===== src/design/rigr_pkg.sv =====
`timescale 1ns / 1ps
// Shared types, register indexes and reset constants of the grid resampler.
// No dependencies; imported by the front end, the back end and the top level.
package rigr_pkg;

    localparam int MAX_RUN_DEF    = 64;
    localparam int DEPTH_BITS_DEF = 48;

    localparam logic [1:0] CFG_MAX_GAP    = 2'd0;
    localparam logic [1:0] CFG_GRID_START = 2'd1;
    localparam logic [1:0] CFG_GRID_STEP  = 2'd2;
    localparam logic [1:0] CFG_GRID_END   = 2'd3;

    localparam logic [15:0] RST_MAX_GAP    = 16'd3600;
    localparam logic [31:0] RST_GRID_START = 32'd0;
    localparam logic [16:0] RST_GRID_STEP  = 17'd300;
    localparam logic [31:0] RST_GRID_END   = 32'hFFFF_FFFF;

    typedef struct packed {
        logic [15:0] max_gap;
        logic [31:0] grid_start;
        logic [16:0] grid_step;
        logic [31:0] grid_end;
    } t_cfg;

endpackage


===== src/design/rigr_stream_if.sv =====
`timescale 1ns / 1ps
// Valid/ready stream interfaces for rate samples and grid results.
// No dependencies.
interface rigr_in_if;
    logic        valid;
    logic        ready;
    logic        func;
    logic [31:0] sample_time;
    logic [15:0] rate;
    modport source (output valid, func, sample_time, rate, input ready);
    modport sink   (input valid, func, sample_time, rate, output ready);
endinterface

interface rigr_out_if;
    logic        valid;
    logic        ready;
    logic [31:0] grid_time;
    logic [47:0] period_accum;
    logic        last_of_run;
    logic        overflow;
    modport source (output valid, grid_time, period_accum, last_of_run, overflow, input ready);
    modport sink   (input valid, grid_time, period_accum, last_of_run, overflow, output ready);
endinterface


===== src/design/rigr_front.sv =====
`timescale 1ns / 1ps
// Front end: accepts samples, integrates depth points, queues segment jobs.
// Depends on rigr_pkg and rigr_in_if.
module rigr_front #(
    parameter int DEPTH_BITS = rigr_pkg::DEPTH_BITS_DEF
) (
    input  logic                              i_clk,
    input  logic                              i_rst_n,
    rigr_in_if.sink                           i_in,
    input  rigr_pkg::t_cfg                    i_cfg,
    input  logic                              i_full,
    output logic                              o_push,
    output logic [3*32+2*DEPTH_BITS-1:0]      o_job,
    output logic                              o_fresh
);
    import rigr_pkg::*;

    typedef struct packed {
        logic [31:0]           limit;
        logic [31:0]           ta;
        logic [31:0]           tb;
        logic [DEPTH_BITS-1:0] da;
        logic [DEPTH_BITS-1:0] db;
    } t_job;

    logic [31:0]           r_older, n_older, r_prev, n_prev;
    logic [15:0]           r_prate, n_prate;
    logic [1:0]            r_seen, n_seen;
    logic [DEPTH_BITS-1:0] r_pdepth, n_pdepth;
    logic                  r_fin, n_fin;

    logic                  acc;
    logic [31:0]           gap;
    logic [16:0]           cap, gcl;
    logic [32:0]           prod;
    logic [DEPTH_BITS:0]   sum;
    logic [DEPTH_BITS-1:0] nd;
    t_job                  job;

    assign i_in.ready = !i_full;
    assign acc        = i_in.valid && !i_full;
    assign o_fresh    = (r_seen == 2'd0) && !r_fin;
    assign o_job      = job;

    assign gap  = i_in.sample_time - r_older;
    assign cap  = {i_cfg.max_gap, 1'b0};
    assign gcl  = (gap > 32'(cap)) ? cap : gap[16:0];
    assign prod = 33'(gcl) * 33'(r_prate);
    assign sum  = {1'b0, r_pdepth} + (DEPTH_BITS+1)'(prod);
    assign nd   = sum[DEPTH_BITS] ? '1 : sum[DEPTH_BITS-1:0];

    always_comb begin
        n_older  = r_older;
        n_prev   = r_prev;
        n_prate  = r_prate;
        n_seen   = r_seen;
        n_pdepth = r_pdepth;
        n_fin    = r_fin;
        o_push   = 1'b0;
        job      = '0;
        if (acc && !r_fin) begin
            if (i_in.func) begin
                n_fin    = 1'b1;
                o_push   = 1'b1;
                job.limit = i_cfg.grid_end;
                job.da    = r_pdepth;
                job.db    = r_pdepth;
            end else if (r_seen == 2'd0) begin
                n_prev    = i_in.sample_time;
                n_prate   = i_in.rate;
                n_pdepth  = '0;
                n_seen    = 2'd1;
                o_push    = 1'b1;
                job.limit = i_in.sample_time;
                job.ta    = i_in.sample_time;
                job.tb    = i_in.sample_time;
            end else if (i_in.sample_time > r_prev) begin
                n_older = r_prev;
                n_prev  = i_in.sample_time;
                n_prate = i_in.rate;
                if (r_seen == 2'd1) begin
                    n_seen = 2'd2;
                end else begin
                    n_pdepth  = nd;
                    o_push    = 1'b1;
                    job.limit = r_prev;
                    job.ta    = r_older;
                    job.tb    = r_prev;
                    job.da    = r_pdepth;
                    job.db    = nd;
                end
            end
        end
    end

    always_ff @(posedge i_clk) begin
        if (!i_rst_n) begin
            r_older  <= '0;
            r_prev   <= '0;
            r_prate  <= '0;
            r_seen   <= '0;
            r_pdepth <= '0;
            r_fin    <= 1'b0;
        end else begin
            r_older  <= n_older;
            r_prev   <= n_prev;
            r_prate  <= n_prate;
            r_seen   <= n_seen;
            r_pdepth <= n_pdepth;
            r_fin    <= n_fin;
        end
    end
endmodule


===== src/design/rigr_fifo.sv =====
`timescale 1ns / 1ps
// Two-entry job queue between front and back.
// No package dependencies.
module rigr_fifo #(
    parameter int WIDTH = 8
) (
    input  logic             i_clk,
    input  logic             i_rst_n,
    input  logic             i_push,
    input  logic [WIDTH-1:0] i_data,
    input  logic             i_pop,
    output logic [WIDTH-1:0] o_data,
    output logic             o_empty,
    output logic             o_full
);
    logic [WIDTH-1:0] r_mem [2];
    logic             r_wp, r_rp;
    logic [1:0]       r_cnt;

    assign o_data  = r_mem[r_rp];
    assign o_empty = (r_cnt == 2'd0);
    assign o_full  = (r_cnt == 2'd2);

    always_ff @(posedge i_clk) begin
        if (i_push) begin
            r_mem[r_wp] <= i_data;
        end
    end

    always_ff @(posedge i_clk) begin
        if (!i_rst_n) begin
            r_wp  <= 1'b0;
            r_rp  <= 1'b0;
            r_cnt <= 2'd0;
        end else begin
            if (i_push) begin
                r_wp <= !r_wp;
            end
            if (i_pop) begin
                r_rp <= !r_rp;
            end
            r_cnt <= r_cnt + 2'(i_push) - 2'(i_pop);
        end
    end
endmodule


===== src/design/rigr_muldiv.sv =====
`timescale 1ns / 1ps
// Serial unit for floor(x * dd / dt): shift-add multiply, then restoring divide.
// No package dependencies.
module rigr_muldiv #(
    parameter int DEPTH_BITS = 48
) (
    input  logic                  i_clk,
    input  logic                  i_rst_n,
    input  logic                  i_start,
    input  logic [31:0]           i_x,
    input  logic [DEPTH_BITS-1:0] i_dd,
    input  logic [31:0]           i_dt,
    output logic                  o_done,
    output logic [DEPTH_BITS-1:0] o_q
);
    localparam int PW = DEPTH_BITS + 32;
    localparam int CW = $clog2(PW + 1);
    localparam logic [1:0] M_IDLE = 2'd0;
    localparam logic [1:0] M_MUL  = 2'd1;
    localparam logic [1:0] M_DIV  = 2'd2;

    logic [1:0]            r_state;
    logic [CW-1:0]         r_cnt;
    logic [31:0]           r_x, r_dt;
    logic [DEPTH_BITS-1:0] r_dd, r_q;
    logic [PW-1:0]         r_p;
    logic [31:0]           r_rem;
    logic                  r_done;
    logic [32:0]           rem_n;
    logic                  qbit;

    assign rem_n  = {r_rem, r_p[PW-1]};
    assign qbit   = (rem_n >= {1'b0, r_dt});
    assign o_done = r_done;
    assign o_q    = r_q;

    always_ff @(posedge i_clk) begin
        if (!i_rst_n) begin
            r_state <= M_IDLE;
            r_done  <= 1'b0;
            r_cnt   <= '0;
        end else begin
            r_done <= 1'b0;
            unique case (r_state)
                M_IDLE: begin
                    if (i_start) begin
                        r_state <= M_MUL;
                        r_cnt   <= '0;
                    end
                end
                M_MUL: begin
                    if (r_cnt == CW'(31)) begin
                        r_state <= M_DIV;
                        r_cnt   <= '0;
                    end else begin
                        r_cnt <= r_cnt + 1'b1;
                    end
                end
                M_DIV: begin
                    if (r_cnt == CW'(PW - 1)) begin
                        r_state <= M_IDLE;
                        r_done  <= 1'b1;
                    end else begin
                        r_cnt <= r_cnt + 1'b1;
                    end
                end
                default: r_state <= M_IDLE;
            endcase
        end
    end

    always_ff @(posedge i_clk) begin
        case (r_state)
            M_IDLE: begin
                r_x   <= i_x;
                r_dd  <= i_dd;
                r_dt  <= i_dt;
                r_p   <= '0;
                r_rem <= '0;
                r_q   <= r_q;
            end
            M_MUL: begin
                r_p <= {r_p[PW-2:0], 1'b0} + (r_x[31] ? PW'(r_dd) : PW'(0));
                r_x <= {r_x[30:0], 1'b0};
            end
            M_DIV: begin
                r_rem <= qbit ? 32'(rem_n - {1'b0, r_dt}) : rem_n[31:0];
                r_p   <= {r_p[PW-2:0], 1'b0};
                r_q   <= {r_q[DEPTH_BITS-2:0], qbit};
            end
            default: r_p <= r_p;
        endcase
    end
endmodule


===== src/design/rigr_back.sv =====
`timescale 1ns / 1ps
// Back end: walks grid points of each queued segment and emits increments.
// Depends on rigr_pkg, rigr_out_if and rigr_muldiv.
module rigr_back #(
    parameter int DEPTH_BITS = rigr_pkg::DEPTH_BITS_DEF,
    parameter int MAX_RUN    = rigr_pkg::MAX_RUN_DEF
) (
    input  logic                          i_clk,
    input  logic                          i_rst_n,
    input  rigr_pkg::t_cfg                i_cfg,
    input  logic                          i_load_start,
    input  logic [3*32+2*DEPTH_BITS-1:0]  i_job,
    input  logic                          i_empty,
    output logic                          o_pop,
    rigr_out_if.source                    o_out
);
    import rigr_pkg::*;

    localparam int NW = $clog2(MAX_RUN + 1);
    localparam logic [2:0] B_IDLE  = 3'd0;
    localparam logic [2:0] B_CHK   = 3'd1;
    localparam logic [2:0] B_CWAIT = 3'd2;
    localparam logic [2:0] B_SPAN  = 3'd3;
    localparam logic [2:0] B_EVAL  = 3'd4;
    localparam logic [2:0] B_PWAIT = 3'd5;
    localparam logic [2:0] B_EMIT  = 3'd6;
    localparam logic [2:0] B_FIN   = 3'd7;

    typedef struct packed {
        logic [31:0]           limit;
        logic [31:0]           ta;
        logic [31:0]           tb;
        logic [DEPTH_BITS-1:0] da;
        logic [DEPTH_BITS-1:0] db;
    } t_job;

    logic [2:0]            r_state;
    t_job                  r_job;
    logic [32:0]           r_next, r_count, r_span;
    logic [31:0]           r_t;
    logic [NW-1:0]         r_n, r_k;
    logic                  r_ovf, r_tail;
    logic [DEPTH_BITS-1:0] r_d, r_last;
    logic                  r_ovalid;
    logic [31:0]           r_otime;
    logic [47:0]           r_oacc;
    logic                  r_olast, r_oovf;

    logic [16:0]           step;
    logic [31:0]           lim;
    logic [32:0]           cnt_n;
    logic [31:0]           tlast;
    logic [DEPTH_BITS-1:0] diff;
    logic                  out_free;
    logic                  md_start, md_done;
    logic [31:0]           md_x, md_dt;
    logic [DEPTH_BITS-1:0] md_dd, md_q;

    assign step     = (i_cfg.grid_step == '0) ? 17'd1 : i_cfg.grid_step;
    assign lim      = (r_job.limit > i_cfg.grid_end) ? i_cfg.grid_end : r_job.limit;
    assign cnt_n    = 33'(md_q) + 33'd1;
    assign tlast    = 32'(r_next + r_span - 33'(step));
    assign diff     = (r_d >= r_last) ? r_d - r_last : '0;
    assign out_free = !r_ovalid || o_out.ready;
    assign o_pop    = (r_state == B_IDLE) && !i_empty;

    assign o_out.valid        = r_ovalid;
    assign o_out.grid_time    = r_otime;
    assign o_out.period_accum = r_oacc;
    assign o_out.last_of_run  = r_olast;
    assign o_out.overflow     = r_oovf;

    always_comb begin
        md_start = 1'b0;
        md_x     = r_t - r_job.ta;
        md_dd    = r_job.db - r_job.da;
        md_dt    = r_job.tb - r_job.ta;
        if (r_state == B_CHK) begin
            md_start = (r_next <= {1'b0, lim});
            md_x     = 32'd1;
            md_dd    = DEPTH_BITS'(lim - r_next[31:0]);
            md_dt    = 32'(step);
        end else if (r_state == B_EVAL) begin
            md_start = (r_t > r_job.ta) && (r_t < r_job.tb);
        end
    end

    rigr_muldiv #(.DEPTH_BITS(DEPTH_BITS)) u_muldiv (
        .i_clk   (i_clk),
        .i_rst_n (i_rst_n),
        .i_start (md_start),
        .i_x     (md_x),
        .i_dd    (md_dd),
        .i_dt    (md_dt),
        .o_done  (md_done),
        .o_q     (md_q)
    );

    always_ff @(posedge i_clk) begin
        if (!i_rst_n) begin
            r_state  <= B_IDLE;
            r_next   <= {1'b0, RST_GRID_START};
            r_last   <= '0;
            r_ovalid <= 1'b0;
        end else begin
            if (r_state == B_EMIT && !r_tail && out_free) begin
                r_ovalid <= 1'b1;
            end else if (r_ovalid && o_out.ready) begin
                r_ovalid <= 1'b0;
            end
            if (i_load_start) begin
                r_next <= {1'b0, i_cfg.grid_start};
            end else if (r_state == B_FIN) begin
                r_next <= r_next + r_span;
            end
            unique case (r_state)
                B_IDLE: begin
                    if (!i_empty) begin
                        r_state <= B_CHK;
                    end
                end
                B_CHK: begin
                    r_state <= md_start ? B_CWAIT : B_IDLE;
                end
                B_CWAIT: begin
                    if (md_done) begin
                        r_state <= B_SPAN;
                    end
                end
                B_SPAN:  r_state <= B_EVAL;
                B_EVAL: begin
                    r_state <= md_start ? B_PWAIT : B_EMIT;
                end
                B_PWAIT: begin
                    if (md_done) begin
                        r_state <= B_EMIT;
                    end
                end
                B_EMIT: begin
                    if (r_tail) begin
                        r_last  <= r_d;
                        r_state <= B_FIN;
                    end else if (out_free) begin
                        r_last   <= r_d;
                        if (r_k == r_n - 1'b1) begin
                            r_state <= r_ovf ? B_EVAL : B_FIN;
                        end else begin
                            r_state <= B_EVAL;
                        end
                    end
                end
                B_FIN: begin
                    r_state <= B_IDLE;
                end
                default: r_state <= B_IDLE;
            endcase
        end
    end

    // Datapath registers; no reset needed.
    always_ff @(posedge i_clk) begin
        case (r_state)
            B_IDLE: begin
                r_job <= i_job;
            end
            B_CHK: begin
                r_t    <= r_next[31:0];
                r_tail <= 1'b0;
                r_k    <= '0;
            end
            B_CWAIT: begin
                r_count <= cnt_n;
                r_ovf   <= (cnt_n > 33'(MAX_RUN));
                r_n     <= (cnt_n > 33'(MAX_RUN)) ? NW'(MAX_RUN) : NW'(cnt_n);
            end
            B_SPAN: begin
                r_span <= 33'(r_count * 33'(step));
            end
            B_EVAL: begin
                if (r_t <= r_job.ta) begin
                    r_d <= r_job.da;
                end else if (r_t >= r_job.tb) begin
                    r_d <= r_job.db;
                end
            end
            B_PWAIT: begin
                r_d <= r_job.da + md_q;
            end
            B_EMIT: begin
                if (!r_tail && out_free) begin
                    r_otime <= r_t;
                    r_oacc  <= 48'(diff);
                    r_olast <= (r_k == r_n - 1'b1);
                    r_oovf  <= r_ovf;
                    r_k     <= r_k + 1'b1;
                    if (r_k == r_n - 1'b1 && r_ovf) begin
                        r_t    <= tlast;
                        r_tail <= 1'b1;
                    end else begin
                        r_t <= r_t + 32'(step);
                    end
                end
            end
            default: r_t <= r_t;
        endcase
    end
endmodule


===== src/design/rate_integrator_grid_resampler_top.sv =====
`timescale 1ns / 1ps
// Rate integrator with linear resampling onto a fixed time grid.
// A job popped from the queue first gets its grid-point count from the shared serial
// multiply/divide unit in the back end, then one evaluation per emitted grid point, which
// uses the same unit only when the point lies strictly inside the segment; output
// back-pressure stalls emission, and a new job is popped only once the back end is idle. A run
// that hits the cap adds one more evaluation. Reset: synchronous, active low, config to defaults.
module rate_integrator_grid_resampler_top #(
    parameter int MAX_RUN    = rigr_pkg::MAX_RUN_DEF,
    parameter int DEPTH_BITS = rigr_pkg::DEPTH_BITS_DEF
) (
    input  logic        i_clk,
    input  logic        i_rst_n,
    input  logic        i_cfg_we,
    input  logic [1:0]  i_cfg_idx,
    input  logic [31:0] i_cfg_data,
    rigr_in_if.sink     i_in,
    rigr_out_if.source  o_out
);
    import rigr_pkg::*;

    localparam int JW = 3 * 32 + 2 * DEPTH_BITS;

    // Configuration registers; the user must write them only while the block is idle (not enforced here).
    t_cfg           r_cfg;
    logic           r_load_start;
    logic           fresh;

    // Front-to-back job queue.
    logic           push, pop, q_empty, q_full;
    logic [JW-1:0]  job_in, job_out;

    always_ff @(posedge i_clk) begin
        if (!i_rst_n) begin
            r_cfg.max_gap    <= RST_MAX_GAP;
            r_cfg.grid_start <= RST_GRID_START;
            r_cfg.grid_step  <= RST_GRID_STEP;
            r_cfg.grid_end   <= RST_GRID_END;
            r_load_start     <= 1'b0;
        end else begin
            // Reload the grid origin only before any sample or flush was taken.
            r_load_start <= i_cfg_we && (i_cfg_idx == CFG_GRID_START) && fresh;
            if (i_cfg_we) begin
                unique case (i_cfg_idx)
                    CFG_MAX_GAP:    r_cfg.max_gap    <= i_cfg_data[15:0];
                    CFG_GRID_START: r_cfg.grid_start <= i_cfg_data;
                    CFG_GRID_STEP:  r_cfg.grid_step  <= i_cfg_data[16:0];
                    CFG_GRID_END:   r_cfg.grid_end   <= i_cfg_data;
                    default:        r_cfg            <= r_cfg;
                endcase
            end
        end
    end

    // Front: classify each transaction and build the segment job.
    rigr_front #(.DEPTH_BITS(DEPTH_BITS)) u_front (
        .i_clk   (i_clk),
        .i_rst_n (i_rst_n),
        .i_in    (i_in),
        .i_cfg   (r_cfg),
        .i_full  (q_full),
        .o_push  (push),
        .o_job   (job_in),
        .o_fresh (fresh)
    );

    rigr_fifo #(.WIDTH(JW)) u_fifo (
        .i_clk   (i_clk),
        .i_rst_n (i_rst_n),
        .i_push  (push),
        .i_data  (job_in),
        .i_pop   (pop),
        .o_data  (job_out),
        .o_empty (q_empty),
        .o_full  (q_full)
    );

    // Back: walk the grid over the segment and drive the output register.
    rigr_back #(.DEPTH_BITS(DEPTH_BITS), .MAX_RUN(MAX_RUN)) u_back (
        .i_clk        (i_clk),
        .i_rst_n      (i_rst_n),
        .i_cfg        (r_cfg),
        .i_load_start (r_load_start),
        .i_job        (job_out),
        .i_empty      (q_empty),
        .o_pop        (pop),
        .o_out        (o_out)
    );
endmodule


===== src/flat_wrapper.sv =====
// flat-port wrapper written by rule: the top's interface ports become plain ports
module rate_integrator_grid_resampler_top_flat import rigr_pkg::*;
#(
    parameter int MAX_RUN    = rigr_pkg::MAX_RUN_DEF,
    parameter int DEPTH_BITS = rigr_pkg::DEPTH_BITS_DEF
)
  (i_clk, i_rst_n, i_cfg_we, i_cfg_idx, i_cfg_data, i_in_valid, i_in_func, i_in_sample_time, i_in_rate, i_in_ready, o_out_valid, o_out_grid_time, o_out_period_accum, o_out_last_of_run, o_out_overflow, o_out_ready);
  rigr_in_if i_in_i ();
  rigr_out_if o_out_i ();
  input  logic i_clk;
  input  logic i_rst_n;
  input  logic i_cfg_we;
  input  logic [1:0] i_cfg_idx;
  input  logic [31:0] i_cfg_data;
  input wire logic [$bits(i_in_i.valid)-1:0] i_in_valid;
  input wire logic [$bits(i_in_i.func)-1:0] i_in_func;
  input wire logic [$bits(i_in_i.sample_time)-1:0] i_in_sample_time;
  input wire logic [$bits(i_in_i.rate)-1:0] i_in_rate;
  output wire logic [$bits(i_in_i.ready)-1:0] i_in_ready;
  output wire logic [$bits(o_out_i.valid)-1:0] o_out_valid;
  output wire logic [$bits(o_out_i.grid_time)-1:0] o_out_grid_time;
  output wire logic [$bits(o_out_i.period_accum)-1:0] o_out_period_accum;
  output wire logic [$bits(o_out_i.last_of_run)-1:0] o_out_last_of_run;
  output wire logic [$bits(o_out_i.overflow)-1:0] o_out_overflow;
  input wire logic [$bits(o_out_i.ready)-1:0] o_out_ready;
  assign i_in_i.valid = i_in_valid;
  assign i_in_i.func = i_in_func;
  assign i_in_i.sample_time = i_in_sample_time;
  assign i_in_i.rate = i_in_rate;
  assign i_in_ready = i_in_i.ready;
  assign o_out_valid = o_out_i.valid;
  assign o_out_grid_time = o_out_i.grid_time;
  assign o_out_period_accum = o_out_i.period_accum;
  assign o_out_last_of_run = o_out_i.last_of_run;
  assign o_out_overflow = o_out_i.overflow;
  assign o_out_i.ready = o_out_ready;
  rate_integrator_grid_resampler_top #(.MAX_RUN(MAX_RUN), .DEPTH_BITS(DEPTH_BITS)) u_core (.i_clk(i_clk), .i_rst_n(i_rst_n), .i_cfg_we(i_cfg_we), .i_cfg_idx(i_cfg_idx), .i_cfg_data(i_cfg_data), .i_in(i_in_i), .o_out(o_out_i));
endmodule

===== config.mk =====
export PLATFORM = sky130hd
export DESIGN_NAME = rate_integrator_grid_resampler_top_flat
export DESIGN_NICKNAME = d
export VERILOG_FILES = /design/src/design/rigr_pkg.sv /design/src/design/rigr_stream_if.sv /design/src/design/rigr_front.sv /design/src/design/rigr_fifo.sv /design/src/design/rigr_muldiv.sv /design/src/design/rigr_back.sv /design/src/design/rate_integrator_grid_resampler_top.sv /design/src/flat_wrapper.sv
export SDC_FILE = /design/constraint.sdc
export NUM_CORES = 2
export LEC_CHECK = 0
export BUFFER_PORTS_ARGS = -buffer_cell sky130_fd_sc_hd__buf_2
export CAP_MARGIN = 20
export CORE_MARGIN = 2
export CORE_UTILIZATION = 60
export CTS_BUF_LIST = sky130_fd_sc_hd__clkbuf_16
export CTS_CLUSTER_DIAMETER = 60
export DETAILED_ROUTE_END_ITERATION = 8
export HOLD_SLACK_MARGIN = 0.02
export PLACE_DENSITY_LB_ADDON = 0.2
export SKIP_LAST_GASP = 1
export SYNTH_ARGS = -nofsm -noshare
export SYNTH_HDL_FRONTEND = slang
export SYNTH_SLANG_ARGS = --single-unit

===== constraint.sdc =====
create_clock -name i_clk -period 16 [get_ports i_clk]
set_input_delay 0.8 -clock i_clk [delete_from_list [all_inputs] [get_ports i_clk]]
set_output_delay 0.8 -clock i_clk [all_outputs]
set_load 0.1 [all_outputs]

# Yosys cells after proc, flatten, opt, wreduce, memory -nomap -nowiden
# Memory sizes are Yosys's and may differ from the RTL's. A register that Yosys moved wholly into a read port is not among the register bits.
# Cells that the tools add are included.
# totals
regBits,844
elab_cells,236
inputBits,88
out_inout_bits,84
mem_count,1
ram_bits,384
# memory_table
memory,depth,width,read_ports,rd_ports_with_merged_regs,write_ports,line,text
u_core.u_fifo.r_mem,2,192,1,1,1,rigr_fifo.sv:16,logic [WIDTH-1:0] r_mem [2];
# classes
n_eq_ne,29
mux,75
magnitude_cmp,11
mul,2
n_addsub,19
bitwise_logic,3
reduce_logical,55
# ops
operator,n
$mux W192,3
$mux W48,10
$mux W32,10
$mux W96,3
$pmux W80 S3,1
$pmux W32 S2,3
$sub A32 B32 Y32,4
$gt A32 B32 Y1,3
$pmux W48 S2,1
$sub A48 B48 Y48,2
$add A80 B80 Y80,1
$mux W64,1
$mux W17,3
$add A48 B33 Y49,1
$add A48 B48 Y48,1
$ge A48 B48 Y1,1
$add A33 B1 Y33 const B,1
$add A33 B33 Y33,1
$ge A33 B32 Y1,1
$gt A33 B7 Y1 const B,1
$le A33 B32 Y1,1
$mul A17 B16 Y33,1
$mul A33 B17 Y33,1
$sub A32 B32 Y33,1
other kinds (45),138

# Logic depth before layout (Yosys ltp)
# logic_depth
depth_word,11
depth_mapped,56
depth_no_buf,50

# Modules after synthesis
# From an unflattened synthesis, not the netlist that was laid out.
# hier_totals
cells_unflattened,11697
area_unflattened_um2,109841.6
# by_module_without_submodules
module,seq_area_each_um2,instances,area_per_inst_um2,cells_per_inst
rigr_back,14794.2,1,52002.4,5770
rigr_front,2622.5,1,23661.4,3372
rigr_muldiv,8368.0,1,16200.5,1539
rigr_fifo,11631.2,1,14148.6,618
rate_integrator_grid_resampler_top,1961.9,1,3828.7,398

# Worst setup path after synthesis
# OpenSTA, ideal clock, no wires.
# synth_timing
path_kind,input-to-reg
start,in i_in_sample_time[0]
end,mem u_core.u_fifo.r_mem[0][38] (netlist name) (data pin)
required_ns,15.740
setup_ns,0.260
t_arrival_ns,11.466
path_buffers,5
stages,48
slack_ns,4.274
cell_sequence,inv_1 -> ha_1 -> inv_1 -> fa_1 -> a211oi_1 -> nor2_1 -> o31a_1 -> o2111ai_1 -> o21ai_0 -> xor2_1 -> ha_1 -> a21o_1 -> a211oi_1 -> o21ai_0 -> nor2_1 -> o21a_1 -> o221ai_1 -> nor3_1 -> [... 12 more ...] -> fa_1 -> inv_1 -> ha_1 -> a21o_1 -> a21o_1 -> a21o_1 -> a21oi_1 -> o21ai_0 -> o21ai_0 -> a22oi_1 -> a31oi_1 -> or2_1 -> clkbuf_1 -> or3_1 -> clkbuf_1 -> clkbuf_1 -> o31ai_1 -> a22o_1
# synth_between
elab_chain_len,11
elab_cells_between_ends,12
classes_between,add/sub (2); mul (1); order compare (2); mux (7)
# synth_rtl
item,line,text
"start, declared",flat_wrapper.sv:17,input wire logic [$bits(i_in_i.sample_time)-1:0] i_in_sample_time;
$sub A32 B32 Y32,rigr_front.sv:45,assign gap = i_in.sample_time - r_older;
$gt A32 B17 Y1,rigr_front.sv:47,assign gcl = (gap > 32'(cap)) ? cap : gap[16:0];
$mux W17,rigr_front.sv:47,
$mul A17 B16 Y33,rigr_front.sv:48,assign prod = 33'(gcl) * 33'(r_prate);
$add A48 B33 Y49,rigr_front.sv:49,"assign sum = {1'b0, r_pdepth} + (DEPTH_BITS+1)'(prod);"
$mux W48,rigr_front.sv:50,assign nd = sum[DEPTH_BITS] ? '1 : sum[DEPTH_BITS-1:0];
$mux W192,rigr_front.sv:81,if (r_seen == 2'd1) begin
$mux W192 (*),rigr_front.sv:77,end else if (i_in.sample_time > r_prev) begin
$mux W96 (*),rigr_front.sv:68,end else if (r_seen == 2'd0) begin
$mux W96 (*),rigr_front.sv:62,if (i_in.func) begin
$mux W192 (*),rigr_front.sv:61,if (acc && !r_fin) begin
net u_core.job_in[38],rate_integrator_grid_resampler_top.sv:31,"logic [JW-1:0] job_in, job_out;"
"end, declared",rigr_fifo.sv:16,
# The timed path passes the listed nets; every way through them passes the cells marked *.

# Final worst setup path
# layout_timing
start,reg u_core.u_front.r_older[0]
end,mem u_core.u_fifo.r_mem[1][37] (netlist name) (data pin)
# layout_between
elab_chain_len,11
# layout_rtl
item,line,text
"start, declared",rigr_front.sv:26,"logic [31:0] r_older, n_older, r_prev, n_prev;"
"start signal, assigned",rigr_front.sv:105,r_older <= n_older;
$sub A32 B32 Y32 (*),rigr_front.sv:45,
$gt A32 B17 Y1,rigr_front.sv:47,
$mux W17 (*),rigr_front.sv:47,
$mul A17 B16 Y33 (*),rigr_front.sv:48,
$add A48 B33 Y49 (*),rigr_front.sv:49,
$mux W48 (*),rigr_front.sv:50,
$mux W192 (*),rigr_front.sv:81,
$mux W192 (*),rigr_front.sv:77,
$mux W96 (*),rigr_front.sv:68,
$mux W96 (*),rigr_front.sv:62,
$mux W192 (*),rigr_front.sv:61,
net u_core.job_in[37],rate_integrator_grid_resampler_top.sv:31,
# Marked as above.

==> reports/metrics.cfg <==
[setup_path]
crit_required_ps=16580
ff2ff_setup_slack_ps=2960
ff2ff_path_depth=44
slowest_delay_ps=900
crit_slowest_cell=mux2i_1
crit_path_max_fanout=21
cp-end-kind=flop
crit_type=flop to flop
reg2reg_from=u_core.u_front.r_older[0]$_SDFFE_PN0P_
arrival_ps=13620
critPathLaunchType=flop
crit_top_cell=fa_1
rr_endpoint=u_core.u_fifo.r_mem[1][37]$_DFFE_PP_

[cells_and_area]
stdcell_count=13200
final_nets=12100
layout_common_cells=1323 x nand2_1, 1303 x inv_1, 1092 x edfxtp_1, 768 x a21oi_1, 744 x ha_1
final_common_cell=nand2_1
syn2layout_area_growth_pct=8.28
drive_gt1_share_pct=8.10
final_core_util_pct=65.4

[timing]
holdWs_ps=202
maxSlewHeadroom_pct=17.8
finalCritPeriodShare_pct=81.5
fin_crit_ps=13040
hold_violations=0
setup_viol=0
clock.fmax_mhz=76.7
slew_violations=0
final.setup.tns_ps=0
grt_setup_unrepaired=false
clock_skew_ps=56.1
worst_pin_slew_ps=1230

[drt]
drc=0
ant_nets=0
first_pass_iters=7
drtIter0Drc=8677
via_per_inst=6.14
wl_per_cell_um=23.8
vias=80800
drt-total-wl_um=314000

[synth]
synthesis.area_sq_um=104000
synth_top_family_by_area=adder cells
avgSynthCellArea_sq_um=9.68
postSynthCellCount=10700
synthFlopType=edfxtp_1
yosysUniqueCellTypes=101
syn_nets=12100
synth_simple_gate_area_share_pct=13.7
ys_seq_area_share_pct=38.0
synthArstFlopShare_pct=0
synth_fa_ha_area_share_pct=20.4
synth_seq_cells=1420
yosysWarnings=0
synth_edf_count=1092
synth_compound_area_share_pct=13.8
synth-xor-area-share_pct=4.13
muxShareOfSynthArea_pct=3.80

[global_route]
grt_pass1_vias=78000
grt_max_degree=89
grt_pass1_wl_um=473000
grt_overflow=0
grt_antenna_before_repair=23
track_usage_pct=35.6

[die]
row_count=152
start_util_pct=60.4
core_sq_um=172000
die_area_sq_um=176000
fp.dieH_um=420
num_io_pins=172
dieWidth_um=420

[run_status]
status=finished clean

[clocking]
cts-root-buf=clkbuf_16
postCtsSetupBuffers=0
cts_buffer_depth=3
cts_tree=done
cts_max_level=4
clock-sinks=1420
cts_hold_buffers=0
cts_buffers=161
post_cts_resized=0
clk_pin_slew_worst_paths_ps=60
worstSkewPairLatency_ps=840

[power]
powerDensity_nw_per_um2=203
combPwrFrac_pct=55.7
ir_drop_mv=0.313
seqPwrFrac_pct=27.6
p_leak_nw=47.6
pwr-share-clk_pct=16.8
internal_power_w=0.0126
p_switching_w=0.0102
swShare_pct=44.6

[hold_path]
holdPathStages=3
hold_class=primary input to flop
min_from=i_in_rate[15]
min_to=u_core.u_front.r_prate[15]$_SDFFE_PN0P_

[placement]
portBuffers=171
hpwl_um=237000
gp_congestion=0.997
dpl.cell_count=12800

[run]
maxCapViolCount=0

==> area by class of cell <==
cell class | count | area [sq um]
well taps | 2310 | 2890
multi-input cells | 7578 | 58000
repair buffers | 263 | 1620
flip-flops and latches | 1420 | 39400
inverters | 1270 | 4780
diodes | 16 | 40.0
clock buffers | 164 | 4100
fillers | 13900 | 59300
clock inverters | 140 | 1430
==> per-stage QoR <==
step | area (sq um) | setup WS (ps) | total power, W
floorplan | 104000 | 4270 | 0.0151
global route | 112000 | 2220 | 0.0243
global placement | 107000 | 2670 | 0.0185
CTS | 112000 | 3120 | 0.0227
finish | 112000 | 2960 | 0.0228
detailed placement | 107000 | 2510 | 0.0188
==> worst max-delay path, delay by kind of cell, from the launching register on <==
family,cells,cell delay (ps)
AO/OA/AOI/OAI,18,4320
XOR/XNOR,1,200
adder cells (fa/ha/maj),10,4460
buffers and inverters,6,630
flip-flops,1,360
multiplexers,1,900
AND/OR/NAND/NOR,8,1930
==> per-layer routing <==
layer / part of all wire (%) / vias to the layer above / global-route usage [%]
met3: 8.8 / 656 / 5.82
li1: - / 36700 / -
met5: 0.0093 / - / 0
met2: 45 / 3689 / 55.7
met4: 4.7 / 4 / 15.1
met1: 41 / 39700 / 49.2
==> worst max-delay path by stage <==
stage,from,end,slack (ps),depth (start not counted)
floorplan,i_in_sample_time[0],u_core.u_fifo.r_mem[0][38]$_DFFE_PP_,4270,48
global placement,i_in_sample_time[0],u_core.u_fifo.r_mem[0][37]$_DFFE_PP_,2670,45
detailed placement,i_in_sample_time[0],u_core.u_fifo.r_mem[0][37]$_DFFE_PP_,2510,45
CTS,u_core.u_front.r_older[0]$_SDFFE_PN0P_,u_core.u_fifo.r_mem[1][37]$_DFFE_PP_,3120,43
global route,u_core.u_front.r_older[1]$_SDFFE_PN0P_,u_core.u_fifo.r_mem[0][37]$_DFFE_PP_,2220,47
finish,u_core.u_front.r_older[0]$_SDFFE_PN0P_,u_core.u_fifo.r_mem[1][37]$_DFFE_PP_,2960,44
==> kinds of logic (layout without fill, tap and decap cells) <==
group	count (synthesis)	count (layout)
other	0	16
muxes	361	361
xor gates and xnor gates	489	489
buffers and inverters	1711	1837
adders and majority gates	1334	1334
DFF	1420	1420
AOI/OAI and AO/OA	2281	2281
and+or+nand+nor	3113	3113
==> synthesized netlist by cell type (13+ instances only) <==
master	count	area share, %
a2111oi_0	14	0.12
a211o_1	21	0.18
a211oi_1	73	0.53
a21boi_0	31	0.22
a21o_1	274	2.0
a21oi_1	770	3.7
a22o_1	50	0.42
a31o_2	17	0.14
a31oi_1	54	0.33
a41oi_1	13	0.11
and2_1	243	1.5
and3_1	73	0.44
and4_1	14	0.12
buf_1	19	0.069
buf_2	22	0.11
clkbuf_1	394	1.4
dfxtp_1	328	6.3
edfxtp_1	1092	32
fa_1	587	11
ha_1	747	9.0
inv_1	1267	4.6
mux2_2	235	2.6
mux2i_1	119	1.1
nand2_1	1326	4.8
nand2b_1	96	0.58
nand3_1	139	0.67
nand4_1	85	0.51
nor2_1	727	2.6
nor2b_1	93	0.56
nor3_1	136	0.66
nor3b_1	14	0.10
nor4_1	26	0.16
o211ai_1	82	0.59
o21a_1	97	0.70
o21ai_0	481	2.3
o21bai_1	51	0.37
o22ai_1	47	0.28
o31a_1	16	0.14
o31ai_1	45	0.33
or2_2	27	0.16
or3_1	54	0.33
xnor2_1	298	2.5
xor2_1	191	1.6
==> state kept, by name, summed over array words and instances, names as in the netlist, 33 cells and up <==
name / flops
u_core.r_cfg: 97
u_core.u_back.o_out.period_accum: 48
u_core.u_back.r_count: 33
u_core.u_back.r_d: 48
u_core.u_back.r_job: 192
u_core.u_back.r_last: 48
u_core.u_back.r_next: 33
u_core.u_back.r_span: 33
u_core.u_back.u_muldiv.o_q: 48
u_core.u_back.u_muldiv.r_dd: 48
u_core.u_back.u_muldiv.r_p: 80
u_core.u_fifo.r_mem: 384
u_core.u_front.r_pdepth: 48
==> power groups by stage <==
stage | Clock [W] | Sequential (W) | Combinational, W
detailed placement | 0 | 0.00632 | 0.0124
finish | 0.00382 | 0.00628 | 0.0127
global placement | 0 | 0.00630 | 0.0122
CTS | 0.00386 | 0.00625 | 0.0125
floorplan | 0 | 0.00599 | 0.00912
global route | 0.00400 | 0.00633 | 0.0140
Power figures use the tool's default switching activity.
